File: src/rtl/iat_pkg.sv
package iat_pkg;

  // Token kinds as they appear on the result channel.
  localparam logic [2:0] K_INDENT  = 3'd0;
  localparam logic [2:0] K_DEDENT  = 3'd1;
  localparam logic [2:0] K_NEWLINE = 3'd2;
  localparam logic [2:0] K_WORD    = 3'd3;
  localparam logic [2:0] K_NUMBER  = 3'd4;
  localparam logic [2:0] K_STRING  = 3'd5;
  localparam logic [2:0] K_SYMBOL  = 3'd6;

  // Bytes with a fixed meaning in the scanner.
  localparam logic [7:0] CH_BSLASH = 8'h5C;
  localparam logic [7:0] CH_NL     = 8'h0A;
  localparam logic [7:0] CH_SP     = 8'h20;
  localparam logic [7:0] CH_TAB    = 8'h09;

  // Default parameter values.
  localparam int POS_BITS_DEF    = 16;
  localparam int DELIM_SLOTS_DEF = 4;

  // Reset value of both delimiter registers: a double quote in slot zero.
  localparam logic [31:0] DELIM_RESET = 32'h0000_0022;

  // Configuration register indexes.
  localparam logic REG_OPEN  = 1'b0;
  localparam logic REG_CLOSE = 1'b1;

  // Token queue between the scanner and the output side.
  localparam int QUEUE_DEPTH = 4;
  localparam int PTR_BITS    = $clog2(QUEUE_DEPTH);
  localparam int CNT_BITS    = $clog2(QUEUE_DEPTH + 1);

  typedef struct packed {
    logic [2:0]  kind;
    logic [15:0] start_pos;
    logic [15:0] end_pos;
    logic [15:0] line_no;
  } tok_t;

  // Everything one source byte produces: one or two tokens.
  typedef struct packed {
    logic two;
    tok_t tok0;
    tok_t tok1;
  } pair_t;

  function automatic tok_t make_tok(input logic [2:0] kind, input logic [15:0] s,
                                    input logic [15:0] e, input logic [15:0] line);
    tok_t t;
    t.kind      = kind;
    t.start_pos = s;
    t.end_pos   = e;
    t.line_no   = line;
    return t;
  endfunction

endpackage

File: src/rtl/iat_ifs.sv
interface iat_byte_if;
  logic       valid;
  logic       ready;
  logic [7:0] ch;
  logic       end_of_source;

  modport source(output valid, output ch, output end_of_source, input ready);
  modport sink(input valid, input ch, input end_of_source, output ready);
endinterface

interface iat_tok_if;
  logic        valid;
  logic        ready;
  logic [2:0]  token_kind;
  logic [15:0] start_pos;
  logic [15:0] end_pos;
  logic [15:0] line_no;
  logic        last_of_run;

  modport source(output valid, output token_kind, output start_pos, output end_pos,
                 output line_no, output last_of_run, input ready);
  modport sink(input valid, input token_kind, input start_pos, input end_pos,
               input line_no, input last_of_run, output ready);
endinterface

File: src/rtl/iat_regs.sv
module iat_regs (
  input  logic        clk,
  input  logic        rst_n,
  input  logic        psel,
  input  logic        penable,
  input  logic        pwrite,
  input  logic [2:0]  paddr,
  input  logic [31:0] pwdata,
  output logic [31:0] prdata,
  output logic        pready,
  output logic [31:0] open_bytes,
  output logic [31:0] close_bytes
);
  import iat_pkg::*;

  logic [31:0] open_r;
  logic [31:0] close_r;
  logic        wr_en;

  assign pready = 1'b1;
  assign wr_en  = psel && penable && pwrite && pready;

  always_ff @(posedge clk) begin
    if (!rst_n) begin
      open_r  <= DELIM_RESET;
      close_r <= DELIM_RESET;
    end else if (wr_en) begin
      if (paddr[2] == REG_OPEN) begin
        open_r <= pwdata;
      end else begin
        close_r <= pwdata;
      end
    end
  end

  assign prdata      = (paddr[2] == REG_CLOSE) ? close_r : open_r;
  assign open_bytes  = open_r;
  assign close_bytes = close_r;

endmodule

File: src/rtl/iat_front.sv
module iat_front #(
  parameter int POS_BITS    = iat_pkg::POS_BITS_DEF,
  parameter int DELIM_SLOTS = iat_pkg::DELIM_SLOTS_DEF
) (
  input  logic            clk,
  input  logic            rst_n,
  input  logic            in_valid,
  input  logic [7:0]      ch,
  input  logic            eos,
  input  logic            q_ready,
  input  logic [31:0]     open_bytes,
  input  logic [31:0]     close_bytes,
  output logic            push,
  output iat_pkg::pair_t  push_data
);
  import iat_pkg::*;

  localparam logic [2:0] MODE_LINE = 3'd0;
  localparam logic [2:0] MODE_IDLE = 3'd1;
  localparam logic [2:0] MODE_WORD = 3'd2;
  localparam logic [2:0] MODE_NUM  = 3'd3;
  localparam logic [2:0] MODE_STR  = 3'd4;

  localparam logic [POS_BITS-1:0] POS_ONE = {{(POS_BITS-1){1'b0}}, 1'b1};

  logic [2:0]          mode_r,   mode_nxt;
  logic [POS_BITS-1:0] pos_r,    pos_nxt;
  logic [POS_BITS-1:0] tbeg_r,   tbeg_nxt;
  logic [15:0]         line_r,   line_nxt;
  logic [15:0]         indent_r, indent_nxt;
  logic [15:0]         lead_r,   lead_nxt;
  logic [7:0]          closer_r, closer_nxt;
  logic [15:0]         prev_r,   prev_nxt;

  logic                fire;
  logic [POS_BITS-1:0] nxt;
  logic [15:0]         pos16;
  logic [15:0]         nxt16;
  logic                is_dig;
  logic                is_alp;
  logic                escaped;
  logic                hit;
  logic [7:0]          hit_close;
  logic                start;
  logic                a_v, b_v, c_v;
  tok_t                a_tok, b_tok, c_tok;

  assign fire    = in_valid && q_ready;
  assign nxt     = (pos_r == {POS_BITS{1'b1}}) ? pos_r : pos_r + POS_ONE;
  assign pos16   = 16'(pos_r);
  assign nxt16   = 16'(nxt);
  assign is_dig  = (ch >= 8'h30) && (ch <= 8'h39);
  assign is_alp  = ((ch >= 8'h61) && (ch <= 8'h7A)) || ((ch >= 8'h41) && (ch <= 8'h5A));
  assign escaped = (prev_r[7:0] == CH_BSLASH) && (prev_r[15:8] != CH_BSLASH);

  // Opening delimiter match; the lowest matching slot wins.
  always_comb begin
    hit       = 1'b0;
    hit_close = '0;
    for (int i = DELIM_SLOTS - 1; i >= 0; i--) begin
      if (open_bytes[8*i +: 8] != 8'h00 && open_bytes[8*i +: 8] == ch) begin
        hit       = 1'b1;
        hit_close = close_bytes[8*i +: 8];
      end
    end
  end

  always_comb begin
    mode_nxt   = mode_r;
    pos_nxt    = pos_r;
    tbeg_nxt   = tbeg_r;
    line_nxt   = line_r;
    indent_nxt = indent_r;
    lead_nxt   = lead_r;
    closer_nxt = closer_r;
    prev_nxt   = prev_r;
    start      = 1'b0;
    a_v        = 1'b0;
    b_v        = 1'b0;
    c_v        = 1'b0;
    a_tok      = '0;
    b_tok      = '0;
    c_tok      = '0;

    // Token that the current byte closes, or the indent change it reveals.
    unique case (mode_r)
      MODE_LINE: begin
        if (ch == CH_SP) begin
          if (lead_r != 16'hFFFF) lead_nxt = lead_r + 16'd1;
        end else begin
          if (ch != CH_NL && lead_r != indent_r) begin
            a_v        = 1'b1;
            a_tok      = make_tok((lead_r > indent_r) ? K_INDENT : K_DEDENT,
                                  pos16, pos16, line_r);
            indent_nxt = lead_r;
          end
          mode_nxt = MODE_IDLE;
          start    = 1'b1;
        end
      end
      MODE_WORD: begin
        if (!(is_alp || is_dig)) begin
          a_v      = 1'b1;
          a_tok    = make_tok(K_WORD, 16'(tbeg_r), pos16, line_r);
          mode_nxt = MODE_IDLE;
          start    = 1'b1;
        end
      end
      MODE_NUM: begin
        if (!is_dig) begin
          a_v      = 1'b1;
          a_tok    = make_tok(K_NUMBER, 16'(tbeg_r), pos16, line_r);
          mode_nxt = MODE_IDLE;
          start    = 1'b1;
        end
      end
      MODE_STR: begin
        if (ch == CH_NL) begin
          a_v      = 1'b1;
          a_tok    = make_tok(K_STRING, 16'(tbeg_r), pos16, line_r);
          if (line_r != 16'hFFFF) line_nxt = line_r + 16'd1;
          mode_nxt = MODE_LINE;
          lead_nxt = '0;
        end else if (ch == closer_r && !escaped) begin
          a_v      = 1'b1;
          a_tok    = make_tok(K_STRING, 16'(tbeg_r), pos16, line_r);
          mode_nxt = MODE_IDLE;
        end
      end
      default: begin
        mode_nxt = MODE_IDLE;
        start    = 1'b1;
      end
    endcase

    // Classification of a byte that begins something new.
    if (start) begin
      if (is_dig) begin
        tbeg_nxt = pos_r;
        mode_nxt = MODE_NUM;
      end else if (is_alp) begin
        tbeg_nxt = pos_r;
        mode_nxt = MODE_WORD;
      end else if (hit) begin
        closer_nxt = hit_close;
        tbeg_nxt   = nxt;
        mode_nxt   = MODE_STR;
      end else if (ch == CH_NL) begin
        b_v      = 1'b1;
        b_tok    = make_tok(K_NEWLINE, pos16, nxt16, line_r);
        if (line_r != 16'hFFFF) line_nxt = line_r + 16'd1;
        mode_nxt = MODE_LINE;
        lead_nxt = '0;
      end else if (ch != CH_SP && ch != CH_TAB) begin
        b_v   = 1'b1;
        b_tok = make_tok(K_SYMBOL, pos16, nxt16, line_r);
      end
    end

    // The last byte flushes a pending token and returns the scanner to reset.
    if (eos) begin
      if (mode_nxt == MODE_WORD) begin
        c_v   = 1'b1;
        c_tok = make_tok(K_WORD, 16'(tbeg_nxt), nxt16, line_r);
      end else if (mode_nxt == MODE_NUM) begin
        c_v   = 1'b1;
        c_tok = make_tok(K_NUMBER, 16'(tbeg_nxt), nxt16, line_r);
      end else if (mode_nxt == MODE_STR) begin
        c_v   = 1'b1;
        c_tok = make_tok(K_STRING, 16'(tbeg_nxt), nxt16, line_r);
      end
      mode_nxt   = MODE_LINE;
      pos_nxt    = '0;
      tbeg_nxt   = '0;
      line_nxt   = '0;
      indent_nxt = '0;
      lead_nxt   = '0;
      closer_nxt = '0;
      prev_nxt   = '0;
    end else begin
      prev_nxt = {prev_r[7:0], ch};
      pos_nxt  = nxt;
    end
  end

  // At most two of the three sources fire for one byte.
  always_comb begin
    push_data.tok0 = a_v ? a_tok : (b_v ? b_tok : c_tok);
    push_data.tok1 = (a_v && b_v) ? b_tok : c_tok;
    push_data.two  = (a_v && b_v) || (a_v && c_v) || (b_v && c_v);
  end

  assign push = fire && (a_v || b_v || c_v);

  always_ff @(posedge clk) begin
    if (!rst_n) begin
      mode_r   <= MODE_LINE;
      pos_r    <= '0;
      tbeg_r   <= '0;
      line_r   <= '0;
      indent_r <= '0;
      lead_r   <= '0;
      closer_r <= '0;
      prev_r   <= '0;
    end else if (fire) begin
      mode_r   <= mode_nxt;
      pos_r    <= pos_nxt;
      tbeg_r   <= tbeg_nxt;
      line_r   <= line_nxt;
      indent_r <= indent_nxt;
      lead_r   <= lead_nxt;
      closer_r <= closer_nxt;
      prev_r   <= prev_nxt;
    end
  end

endmodule

File: src/rtl/iat_queue.sv
module iat_queue (
  input  logic           clk,
  input  logic           rst_n,
  input  logic           push,
  input  iat_pkg::pair_t wdata,
  output logic           not_full,
  input  logic           pop,
  output logic           not_empty,
  output iat_pkg::pair_t rdata
);
  import iat_pkg::*;

  pair_t               mem_r [QUEUE_DEPTH];
  logic [PTR_BITS-1:0] wptr_r, wptr_nxt;
  logic [PTR_BITS-1:0] rptr_r, rptr_nxt;
  logic [CNT_BITS-1:0] cnt_r,  cnt_nxt;
  logic                do_push;
  logic                do_pop;

  assign not_full  = (cnt_r != CNT_BITS'(QUEUE_DEPTH));
  assign not_empty = (cnt_r != '0);
  assign do_push   = push && not_full;
  assign do_pop    = pop && not_empty;
  assign rdata     = mem_r[rptr_r];

  always_comb begin
    wptr_nxt = do_push ? wptr_r + PTR_BITS'(1) : wptr_r;
    rptr_nxt = do_pop  ? rptr_r + PTR_BITS'(1) : rptr_r;
    cnt_nxt  = cnt_r;
    if (do_push && !do_pop) cnt_nxt = cnt_r + CNT_BITS'(1);
    if (!do_push && do_pop) cnt_nxt = cnt_r - CNT_BITS'(1);
  end

  always_ff @(posedge clk) begin
    if (!rst_n) begin
      wptr_r <= '0;
      rptr_r <= '0;
      cnt_r  <= '0;
    end else begin
      wptr_r <= wptr_nxt;
      rptr_r <= rptr_nxt;
      cnt_r  <= cnt_nxt;
    end
  end

  always_ff @(posedge clk) begin
    if (do_push) mem_r[wptr_r] <= wdata;
  end

endmodule

File: src/rtl/iat_back.sv
module iat_back (
  input  logic           clk,
  input  logic           rst_n,
  input  logic           head_valid,
  input  iat_pkg::pair_t head,
  output logic           pop,
  iat_tok_if.source      out_tok
);
  import iat_pkg::*;

  logic sel_r, sel_nxt;
  logic fire;
  logic last;
  tok_t cur;

  assign cur  = sel_r ? head.tok1 : head.tok0;
  assign last = !head.two || sel_r;
  assign fire = out_tok.valid && out_tok.ready;
  assign pop  = fire && last;

  always_comb begin
    sel_nxt = sel_r;
    if (fire) sel_nxt = !last;
  end

  always_ff @(posedge clk) begin
    if (!rst_n) begin
      sel_r <= 1'b0;
    end else begin
      sel_r <= sel_nxt;
    end
  end

  assign out_tok.valid       = head_valid;
  assign out_tok.token_kind  = cur.kind;
  assign out_tok.start_pos   = cur.start_pos;
  assign out_tok.end_pos     = cur.end_pos;
  assign out_tok.line_no     = cur.line_no;
  assign out_tok.last_of_run = last;

endmodule

File: src/rtl/indent_aware_tokenizer_top.sv
// Channel   Dir  Handshake                   Beat contents
// in_byte   in   valid/ready                 ch, end_of_source
// out_tok   out  valid/ready                 token_kind, start_pos, end_pos,
//                                            line_no, last_of_run
// cfg (APB) in   psel/penable, pready=1      delimiter registers at 0x0 and 0x4
//
// The scanner takes one source byte per cycle whenever the token queue has room,
// so a byte is accepted in the same cycle it is offered, and its tokens reach
// out_tok only after they have been written into the queue.
// Each byte makes zero, one or two token beats; the output side sends one beat
// per cycle while out_tok is ready, so a byte with two tokens takes two beats.
// The queue holds four byte results, which lets input and output stall apart.
// Reset is synchronous and active low; it clears scanner state, the queue and
// loads the double quote into slot zero of both delimiter registers.
module indent_aware_tokenizer_top #(
  parameter int POS_BITS    = iat_pkg::POS_BITS_DEF,
  parameter int DELIM_SLOTS = iat_pkg::DELIM_SLOTS_DEF
) (
  input  logic        clk,
  input  logic        rst_n,
  iat_byte_if.sink    in_byte,
  iat_tok_if.source   out_tok,
  input  logic        psel,
  input  logic        penable,
  input  logic        pwrite,
  input  logic [2:0]  paddr,
  input  logic [31:0] pwdata,
  output logic [31:0] prdata,
  output logic        pready
);
  import iat_pkg::*;

  logic [31:0] open_bytes;
  logic [31:0] close_bytes;
  logic        push;
  pair_t       push_data;
  logic        q_ready;
  logic        q_valid;
  pair_t       q_head;
  logic        pop;

  // Delimiter registers. The user must change them only while the scanner is quiet; the block does not enforce this.
  iat_regs u_regs (
    .clk         (clk),
    .rst_n       (rst_n),
    .psel        (psel),
    .penable     (penable),
    .pwrite      (pwrite),
    .paddr       (paddr),
    .pwdata      (pwdata),
    .prdata      (prdata),
    .pready      (pready),
    .open_bytes  (open_bytes),
    .close_bytes (close_bytes)
  );

  // Front: classifies each byte against the scan state and builds the
  // tokens it completes as a single queue entry.
  iat_front #(
    .POS_BITS    (POS_BITS),
    .DELIM_SLOTS (DELIM_SLOTS)
  ) u_front (
    .clk         (clk),
    .rst_n       (rst_n),
    .in_valid    (in_byte.valid),
    .ch          (in_byte.ch),
    .eos         (in_byte.end_of_source),
    .q_ready     (q_ready),
    .open_bytes  (open_bytes),
    .close_bytes (close_bytes),
    .push        (push),
    .push_data   (push_data)
  );

  assign in_byte.ready = q_ready;

  // Queue of per-byte results. Its ready depends only on its own fill level,
  // so there is no combinational path from out_tok.ready to in_byte.ready.
  iat_queue u_queue (
    .clk       (clk),
    .rst_n     (rst_n),
    .push      (push),
    .wdata     (push_data),
    .not_full  (q_ready),
    .pop       (pop),
    .not_empty (q_valid),
    .rdata     (q_head)
  );

  // Back: splits an entry into one or two beats and marks the last one.
  iat_back u_back (
    .clk        (clk),
    .rst_n      (rst_n),
    .head_valid (q_valid),
    .head       (q_head),
    .pop        (pop),
    .out_tok    (out_tok)
  );

endmodule
File: src/flat_wrapper.sv
// flat-port wrapper written by rule: the top's interface ports become plain ports
module indent_aware_tokenizer_top_flat import iat_pkg::*;
#(
  parameter int POS_BITS    = iat_pkg::POS_BITS_DEF,
  parameter int DELIM_SLOTS = iat_pkg::DELIM_SLOTS_DEF
)
  (clk, rst_n, psel, penable, pwrite, paddr, pwdata, prdata, pready, in_byte_valid, in_byte_ch, in_byte_end_of_source, in_byte_ready, out_tok_valid, out_tok_token_kind, out_tok_start_pos, out_tok_end_pos, out_tok_line_no, out_tok_last_of_run, out_tok_ready);
  iat_byte_if in_byte_i ();
  iat_tok_if out_tok_i ();
  input  logic clk;
  input  logic rst_n;
  input  logic psel;
  input  logic penable;
  input  logic pwrite;
  input  logic [2:0] paddr;
  input  logic [31:0] pwdata;
  output logic [31:0] prdata;
  output logic pready;
  input wire logic [$bits(in_byte_i.valid)-1:0] in_byte_valid;
  input wire logic [$bits(in_byte_i.ch)-1:0] in_byte_ch;
  input wire logic [$bits(in_byte_i.end_of_source)-1:0] in_byte_end_of_source;
  output wire logic [$bits(in_byte_i.ready)-1:0] in_byte_ready;
  output wire logic [$bits(out_tok_i.valid)-1:0] out_tok_valid;
  output wire logic [$bits(out_tok_i.token_kind)-1:0] out_tok_token_kind;
  output wire logic [$bits(out_tok_i.start_pos)-1:0] out_tok_start_pos;
  output wire logic [$bits(out_tok_i.end_pos)-1:0] out_tok_end_pos;
  output wire logic [$bits(out_tok_i.line_no)-1:0] out_tok_line_no;
  output wire logic [$bits(out_tok_i.last_of_run)-1:0] out_tok_last_of_run;
  input wire logic [$bits(out_tok_i.ready)-1:0] out_tok_ready;
  assign in_byte_i.valid = in_byte_valid;
  assign in_byte_i.ch = in_byte_ch;
  assign in_byte_i.end_of_source = in_byte_end_of_source;
  assign in_byte_ready = in_byte_i.ready;
  assign out_tok_valid = out_tok_i.valid;
  assign out_tok_token_kind = out_tok_i.token_kind;
  assign out_tok_start_pos = out_tok_i.start_pos;
  assign out_tok_end_pos = out_tok_i.end_pos;
  assign out_tok_line_no = out_tok_i.line_no;
  assign out_tok_last_of_run = out_tok_i.last_of_run;
  assign out_tok_i.ready = out_tok_ready;
  indent_aware_tokenizer_top #(.POS_BITS(POS_BITS), .DELIM_SLOTS(DELIM_SLOTS)) u_core (.clk(clk), .rst_n(rst_n), .in_byte(in_byte_i), .out_tok(out_tok_i), .psel(psel), .penable(penable), .pwrite(pwrite), .paddr(paddr), .pwdata(pwdata), .prdata(prdata), .pready(pready));
endmodule
File: config.mk
export PLATFORM = sky130hd
export DESIGN_NAME = indent_aware_tokenizer_top_flat
export DESIGN_NICKNAME = d
export VERILOG_FILES = /design/src/rtl/iat_pkg.sv /design/src/rtl/iat_ifs.sv /design/src/rtl/iat_regs.sv /design/src/rtl/iat_front.sv /design/src/rtl/iat_queue.sv /design/src/rtl/iat_back.sv /design/src/rtl/indent_aware_tokenizer_top.sv /design/src/flat_wrapper.sv
export SDC_FILE = /design/constraint.sdc
export NUM_CORES = 1
export LEC_CHECK = 0
export ABC_AREA = 0
export BUFFER_PORTS_ARGS = -buffer_cell sky130_fd_sc_hd__buf_2
export CAP_MARGIN = 25
export CELL_PAD_IN_SITES_DETAIL_PLACEMENT = 1
export CELL_PAD_IN_SITES_GLOBAL_PLACEMENT = 1
export CORE_MARGIN = 2
export CORE_UTILIZATION = 35
export DETAILED_ROUTE_END_ITERATION = 6
export PLACE_DENSITY_LB_ADDON = 0.1
export SYNTH_ARGS = -nofsm -noshare
export SYNTH_HDL_FRONTEND = slang
export SYNTH_SLANG_ARGS = --single-unit
File: constraint.sdc
create_clock -name clk -period 10.95 [get_ports clk]
set_input_delay 1.6425 -clock clk [delete_from_list [all_inputs] [get_ports clk]]
set_output_delay 1.6425 -clock clk [all_outputs]
set_load 0.1 [all_outputs]
==> run_results.csv, run 1 <==
group,metric,value,unit
logic_synthesis,ys_ff_latch,593,
sta,fin_tns_setup,0,ns
power,ir_drop,0.09592,mV
finish,fillerInstances,7957,
logic_synthesis,synth_area_leader_cell,"edfxtp_1",
logic_synthesis,syn_inst,2144,
global_routing,grt-ovfl-total,0,
finish,antenna_cells,0,
global_routing,grtUsageMet3,2.611,%
drt,wl_per_cell,23.46,um
logic_synthesis,syn_nets,2220,
power,p_leak,10.57,nW
drt,via_count,17660,
placement,port_buffers,134,
cts,cts_resized,0,
logic_synthesis,ys_seq_area_share,60.10,%
cts,insertion_delay,0.61,ns
hold_path,hold_depth,2,
floorplan,num_rows,101,
finish,final_layout_size_suffix_gt1_share,18.72,%
drt,drt-pass1-iter-count,5,
sta,post-route-period-util,55.60,%
sta,rsz0062_at_grt,"false",
placement,gp_congestion,0.7850,
hold_path,hold_path_class,"register to register",
global_routing,grt_pass1_wl,117200,um
cts,cts_made_buffers,68,
drt,remaining_drc_errors,0,
floorplan,start_util,35.22,%
logic_synthesis,synth_compound_area_share,10.24,%
sta,slew_viol_final,0,
drt,drtAntennaViolNets,0,
cts,cts.sink_count,593,
setup_path,path_max_fanout,40,
logic_synthesis,synth_area_per_cell,12.41,um^2
hold_path,whs_endpoint,"u_core.u_front.prev_r[10]",
sta,timing.fmax,164.2,MHz
setup_path,arrival,6.31,ns
logic_synthesis,synth_mux_area_share,10.37,%
global_routing,grt_use_met1,27.18,%
cts,clk_pin_slew_worst_paths,0.05,ns
cts,cts_tree,"built",
global_routing,grt-busiest-layer,"met2",
setup_path,ff2ff_path_depth,11,
placement,dpl.cell_count,3131,
logic_synthesis,synth_cell_types,89,
hold_path,hp-start,"u_core.u_front.prev_r[10]",
floorplan,coreArea,75570,um^2
sta,setup_violations,0,
sta,worstMarginPinSlew,0.9750,ns
logic_synthesis,synth_most_common_cell,"edfxtp_1",
cts,clockBufferDepth,3,
global_routing,track_usage,19.61,%
sta,fin_worst_skew,0.02533,ns
floorplan,fp.dieW,279.8,um
drt,first_iter_violations,1077,
cts,cts_hold_repair.buffers,0,
floorplan,io_pins,138,
logic_synthesis,syn-cell-area,26620,um^2
setup_path,cp-end-kind,"register",
global_routing,met2_usage,32.33,%
global_routing,grt_max_degree,110,
finish,syn_to_final_growth,13.80,%
logic_synthesis,synth_common_cells,"edfxtp_1 (412), nand2_1 (400), dfxtp_1 (181)",
setup_path,rrSetupSlack,5.89,ns
floorplan,die_area,78270,um^2
setup_path,startpoint_type,"primary input",
finish,layout.cells.non_filler,3259,
logic_synthesis,synth_top_family_by_area,"simple AND/OR/NAND/NOR gates",
cts,root_buffer,"clkbuf_16",
sta,max_slew_margin,35.00,%
finish,layout.nets,2303,
drt,via_per_inst,5.419,
cts,post-cts-setup-buffers,0,
logic_synthesis,synth_warnings,0,
logic_synthesis,synth_edf_count,412,
setup_path,critPathKind,"primary input to register",
global_routing,antenna_found_initial,0,
sta,period_needed,6.088,ns
placement,dp_hpwl,47600,um
cts,cts_max_level,3,
setup_path,rr_startpoint,"u_core.u_regs.open_bytes[19]",
logic_synthesis,yosys.area_share.simple,13.23,%
logic_synthesis,yosys-top-cells-area,"edfxtp_1 (46%), dfxtp_1 (14%), mux4_2 (8.7%), nand2_1 (5.6%), a21boi_0 (2.5%)",
global_routing,grt_pass1_vias,18860,
logic_synthesis,synth_xor_area_share,1.909,%
drt,finalWirelength,76460,um
run,maxCapViolations,0,
power,powerDensity,207.9,nW/um^2
status,status,"completed",
logic_synthesis,async_flop_share,0,%
setup_path,r2r_end,"u_core.u_queue.mem_r[0][77]",
floorplan,dieHeight,279.8,um
logic_synthesis,synth_ff_type,"edfxtp_1",
setup_path,critical_path_required,11.18,ns
logic_synthesis,synth-adder-area-share,1.203,%
logic_synthesis,synth_top_area_share,46.48,%
sta,final_hold_viol_count,0,
flip-flops by register name, indices dropped and copies added, names as in the netlist, named ones only:
signal / cells
u_core.u_front.closer_r: 8
u_core.u_front.lead_r: 16
u_core.u_regs.open_bytes: 32
u_core.u_regs.close_bytes: 32
u_core.u_front.indent_r: 16
u_core.u_front.tbeg_r: 16
u_core.u_front.pos16: 16
u_core.u_queue.rptr_r: 2
u_core.u_queue.cnt_r: 3
u_core.u_back.sel_r: 1
u_core.u_queue.wptr_r: 2
u_core.u_front.line_r: 16
u_core.u_front.mode_r: 3
u_core.u_queue.mem_r: 412
u_core.u_front.prev_r: 16
area by class of cell:
cell class | count | area, um^2 | share of cell area [%]
clock buffer | 99 | 1899 | 6.271
sequential | 593 | 16000 | 52.84
clock inverter | 25 | 193.9 | 0.6403
multi-input combinational | 1360 | 9869 | 32.58
timing repair buffer | 160 | 932.1 | 3.078
tap | 978 | 1224 | 4.040
inverter | 44 | 166.4 | 0.5494
worst max path at each step:
stage,end,cells past startpoint,start,slack [ns]
floorplan,u_core.u_queue.mem_r[0][0],9,in_byte_ch[0],4.45
global placement,u_core.u_queue.mem_r[0][17],11,in_byte_ch[0],3.96
detailed placement,u_core.u_queue.mem_r[0][68],11,in_byte_ch[0],3.88
CTS,u_core.u_queue.mem_r[0][19],11,in_byte_ch[0],4.49
global route,u_core.u_queue.mem_r[0][17],11,in_byte_ch[0],4.55
finish,u_core.u_queue.mem_r[0][77],11,in_byte_ch[0],4.86
placed cells by master, fill, tap and decap left out, drive strengths merged, types with 32 or more instances in the layout:
| cell | synthesis | layout |
|---|---|---|
| edfxtp | 412 | 412 |
| nand2 | 402 | 402 |
| dfxtp | 181 | 181 |
| buf | 58 | 160 |
| mux4 | 103 | 103 |
| clkbuf | 89 | 99 |
| o21ai | 96 | 96 |
| a21boi | 88 | 88 |
| nor2 | 72 | 72 |
| a21oi | 47 | 47 |
| and2 | 46 | 46 |
| nor2b | 45 | 45 |
| inv | 44 | 45 |
| xor2 | 41 | 41 |
| nand3 | 41 | 41 |
| a22oi | 40 | 40 |
| mux2 | 32 | 32 |
per-stage QoR:
stage	total power [mW]	utilization (%)	worst slack (ns)	area [um^2]	hold WS, ns
3_5_place_dp	4.220	37.19	3.879	28100	0.4665
4_1_cts	6.386	39.96	4.485	30200	0.4756
6_report	6.298	40.08	4.862	30290	0.4660
3_3_place_gp	4.207	37.19	3.956	28100	0.4552
2_1_floorplan	3.865	-	4.448	26620	0.4358
5_1_grt	6.549	40.08	4.552	30290	0.4891
layer usage:
layer | up-vias | wire [um]
met5 | - | 0
met4 | 0 | 1344
met3 | 91 | 2561
met2 | 288 | 36670
met1 | 9144 | 35890
li1 | 8136 | -
critical path, cell delays in order:
cell,delay [ns]
buf_2,0.22
or4_4,0.61
o22ai_2,0.23
o21a_2,0.36
nand2_2,0.30
o32ai_1,0.43
o21ai_2,0.26
a21oi_2,0.40
and2_4,0.66
buf_4,0.49
buf_4,0.61
cell families (layout without fill, tap and decap cells):
| family | Yosys count | in the layout |
|---|---|---|
| compound gates | 391 | 391 |
| xor+xnor | 58 | 58 |
| simple gates | 742 | 742 |
| buf+inv | 191 | 328 |
| other cells | 1 | 1 |
| fa+ha+maj | 25 | 25 |
| flops | 593 | 593 |
| mux | 143 | 143 |
power by group:
part	total (mW)	switching [mW]	internal [mW]
clock network	2.15	0.928	1.22
registers	2.58	0.0631	2.51
logic	1.57	1.20	0.377
Power figures use the tool's default switching activity.
==> run 2, diff against run 1 <==
clock period = 6 ns   (was 10.95 ns; I/O delays follow)
==> run_results.csv, run 2 (same netlist as run 1, synthesis figures left out) <==
group,metric,value,unit
power,switchingPower,3.989,mW
global_routing,grt-ovfl-total,0,
cts,cts_hold_repair.buffers,0,
drt,via_per_inst,5.397,
setup_path,critPathKind,"primary input to register",
hold_path,hold_depth,2,
setup_path,rrSetupSlack,1.64,ns
setup_path,critPathBufInv,3,
power,comb_power_share,24.5,%
drt,remaining_drc_errors,0,
cts,cts_max_level,3,
sta,fin_tns_setup,0,ns
sta,slew_viol_final,0,
sta,timing.fmax,223.7,MHz
global_routing,grt_pass1_vias,18920,
global_routing,grt_max_degree,98,
drt,drt-pass1-iter-count,5,
power,swShare,34.12,%
global_routing,track_usage,19.43,%
cts,root_buffer,"clkbuf_16",
floorplan,dieHeight,279.8,um
hold_path,hold_path_class,"register to register",
sta,period_needed,4.471,ns
sta,whs,0.4720,ns
setup_path,r2r_end,"u_core.u_queue.cnt_r[2]",
drt,finalWirelength,75760,um
drt,drtAntennaViolNets,0,
global_routing,antenna_found_initial,0,
finish,syn_to_final_growth,14.72,%
finish,final_core_util,40.41,%
run,maxCapViolations,0,
power,p_leak,10.68,nW
placement,gp_congestion,0.7928,
setup_path,startpoint_type,"primary input",
cts,cts_tree,"built",
sta,setup_violations,0,
setup_path,rr_startpoint,"u_core.u_front.lead_r[13]",
cts,insertion_delay,0.61,ns
floorplan,die_area,78270,um^2
finish,layout_commonest_cell,"edfxtp_1",
setup_path,cp-end-kind,"register",
cts,clockBufferDepth,3,
floorplan,fp.dieW,279.8,um
floorplan,num_rows,101,
drt,via_count,17650,
power,ir_drop,0.1736,mV
cts,post-cts-setup-buffers,0,
finish,largest_register,"u_core.u_queue.mem_r",
finish,layout.nets,2314,
finish,largest_reg_flops,412,
setup_path,critical_path_required,6.28,ns
placement,dp_hpwl,48340,um
cts,cts_resized,0,
finish,layout_common_cells,"edfxtp_1 (412), nand2_1 (399), dfxtp_1 (178)",
setup_path,path_max_fanout,34,
global_routing,grt_pass1_wl,116200,um
hold_path,whs_endpoint,"u_core.u_front.prev_r[10]",
cts,cts_made_buffers,69,
global_routing,grt-busiest-layer,"met2",
floorplan,start_util,35.22,%
global_routing,grt_use_met1,26.73,%
setup_path,arrival,4.75,ns
finish,fillerInstances,7985,
cts,clk_pin_slew_worst_paths,0.06,ns
power,powerDensity,382.9,nW/um^2
hold_path,hp-start,"u_core.u_front.prev_r[10]",
power,pwr-share-clk,35.2,%
power,p_int,7.702,mW
setup_path,path_cells,"buf_2 > or4_4 > o22ai_2 > o21a_2 > nand2_2 > o32ai_1 > o21ai_2 > buf_4 > a21oi_2 > and2_4 > buf_12",
floorplan,io_pins,138,
global_routing,grtUsageMet3,2.585,%
drt,wl_per_cell,23.16,um
sta,max_slew_margin,34.28,%
setup_path,path_delay_family,"compound AO/OA/AOI/OAI gates",
global_routing,met2_usage,32.22,%
sta,final_hold_viol_count,0,
status,status,"completed",
power,p_seq_share,40.3,%
finish,final_layout_size_suffix_gt1_share,19.42,%
drt,first_iter_violations,1149,
placement,port_buffers,134,
sta,post-route-period-util,74.52,%
cts,cts.sink_count,593,
setup_path,slowest_stage,"or4_4",
sta,worstMarginPinSlew,0.9858,ns
sta,fin_worst_skew,0.02121,ns
setup_path,ff2ff_path_depth,15,
sta,rsz0062_at_grt,"false",
setup_path,max_stage_delay,0.61,ns
floorplan,coreArea,75570,um^2
## run 2: cell count changes in the layout (fill, tap and decap cells not counted), sizes merged
| cell | before | now |
|---|---|---|
| clkbuf | 99 | 91 |
| diode | 0 | 2 |
| buf | 160 | 170 |
| clkinv | 23 | 20 |
| bufinv | 0 | 4 |
| clkinvlp | 1 | 5 |
| inv | 45 | 48 |
## run 2: how the worst max path moves through the flow
stage / endpoint / depth (start not counted) / from / slack, ns
after global placement: u_core.u_queue.mem_r[1][58] / 11 / in_byte_ch[0] / 0.90
after global routing: u_core.u_queue.cnt_r[1] / 15 / in_byte_ch[0] / 1.28
after floorplan: u_core.u_queue.mem_r[2][0] / 9 / in_byte_ch[0] / 0.24
after detailed placement: u_core.u_queue.mem_r[1][58] / 11 / in_byte_ch[0] / 0.82
after CTS: u_core.u_queue.mem_r[1][43] / 11 / in_byte_ch[0] / 1.46
final: u_core.u_queue.mem_r[1][91] / 11 / in_byte_ch[0] / 1.53
## run 2: power by group through the flow
| stage | logic [mW] | registers (mW) | clock network, mW |
|---|---|---|---|
| finish | 2.86 | 4.71 | 4.12 |
| global route | 3.03 | 4.74 | 4.37 |
| CTS | 2.92 | 4.72 | 4.23 |
| detailed placement | 2.91 | 4.80 | 0 |
| global placement | 2.90 | 4.79 | 0 |
| floorplan | 2.32 | 4.73 | 0 |
## run 2: layout make-up
class | instances | area [um^2] | area share [%]
Multi-Input combinational cell | 1360 | 9869 | 32.32
Clock buffer | 91 | 1903 | 6.233
Clock inverter | 33 | 295.3 | 0.9671
Antenna cell | 2 | 5.005 | 0.01639
Inverter | 44 | 165.2 | 0.5409
Timing Repair Buffer | 170 | 1069 | 3.499
Sequential cell | 593 | 16000 | 52.41
Tap cell | 978 | 1224 | 4.008
## run 2: through the flow
step | setup slack, ns | total power [mW] | area (um^2) | cells
detailed placement | 0.8189 | 7.717 | 28330 | 3145
finish | 1.529 | 11.69 | 30530 | 3271
floorplan | 0.2406 | 7.053 | 26620 | 2144
CTS | 1.460 | 11.87 | 30530 | 3269
global route | 1.285 | 12.14 | 30530 | 3269
global placement | 0.9024 | 7.690 | 28330 | 3145
## run 2: tightest hold or removal path: stages, from the launching register on
cell and delay (ns):
dfxtp_1 0.30, nand2_1 0.05, a21boi_0 0.07
## run 2: layer usage
metal / vias to the layer above / share of wire, %
met5: - / 0
met4: 0 / 2.0
met3: 98 / 3.6
met2: 325 / 48
met1: 9082 / 46
li1: 8147 / -
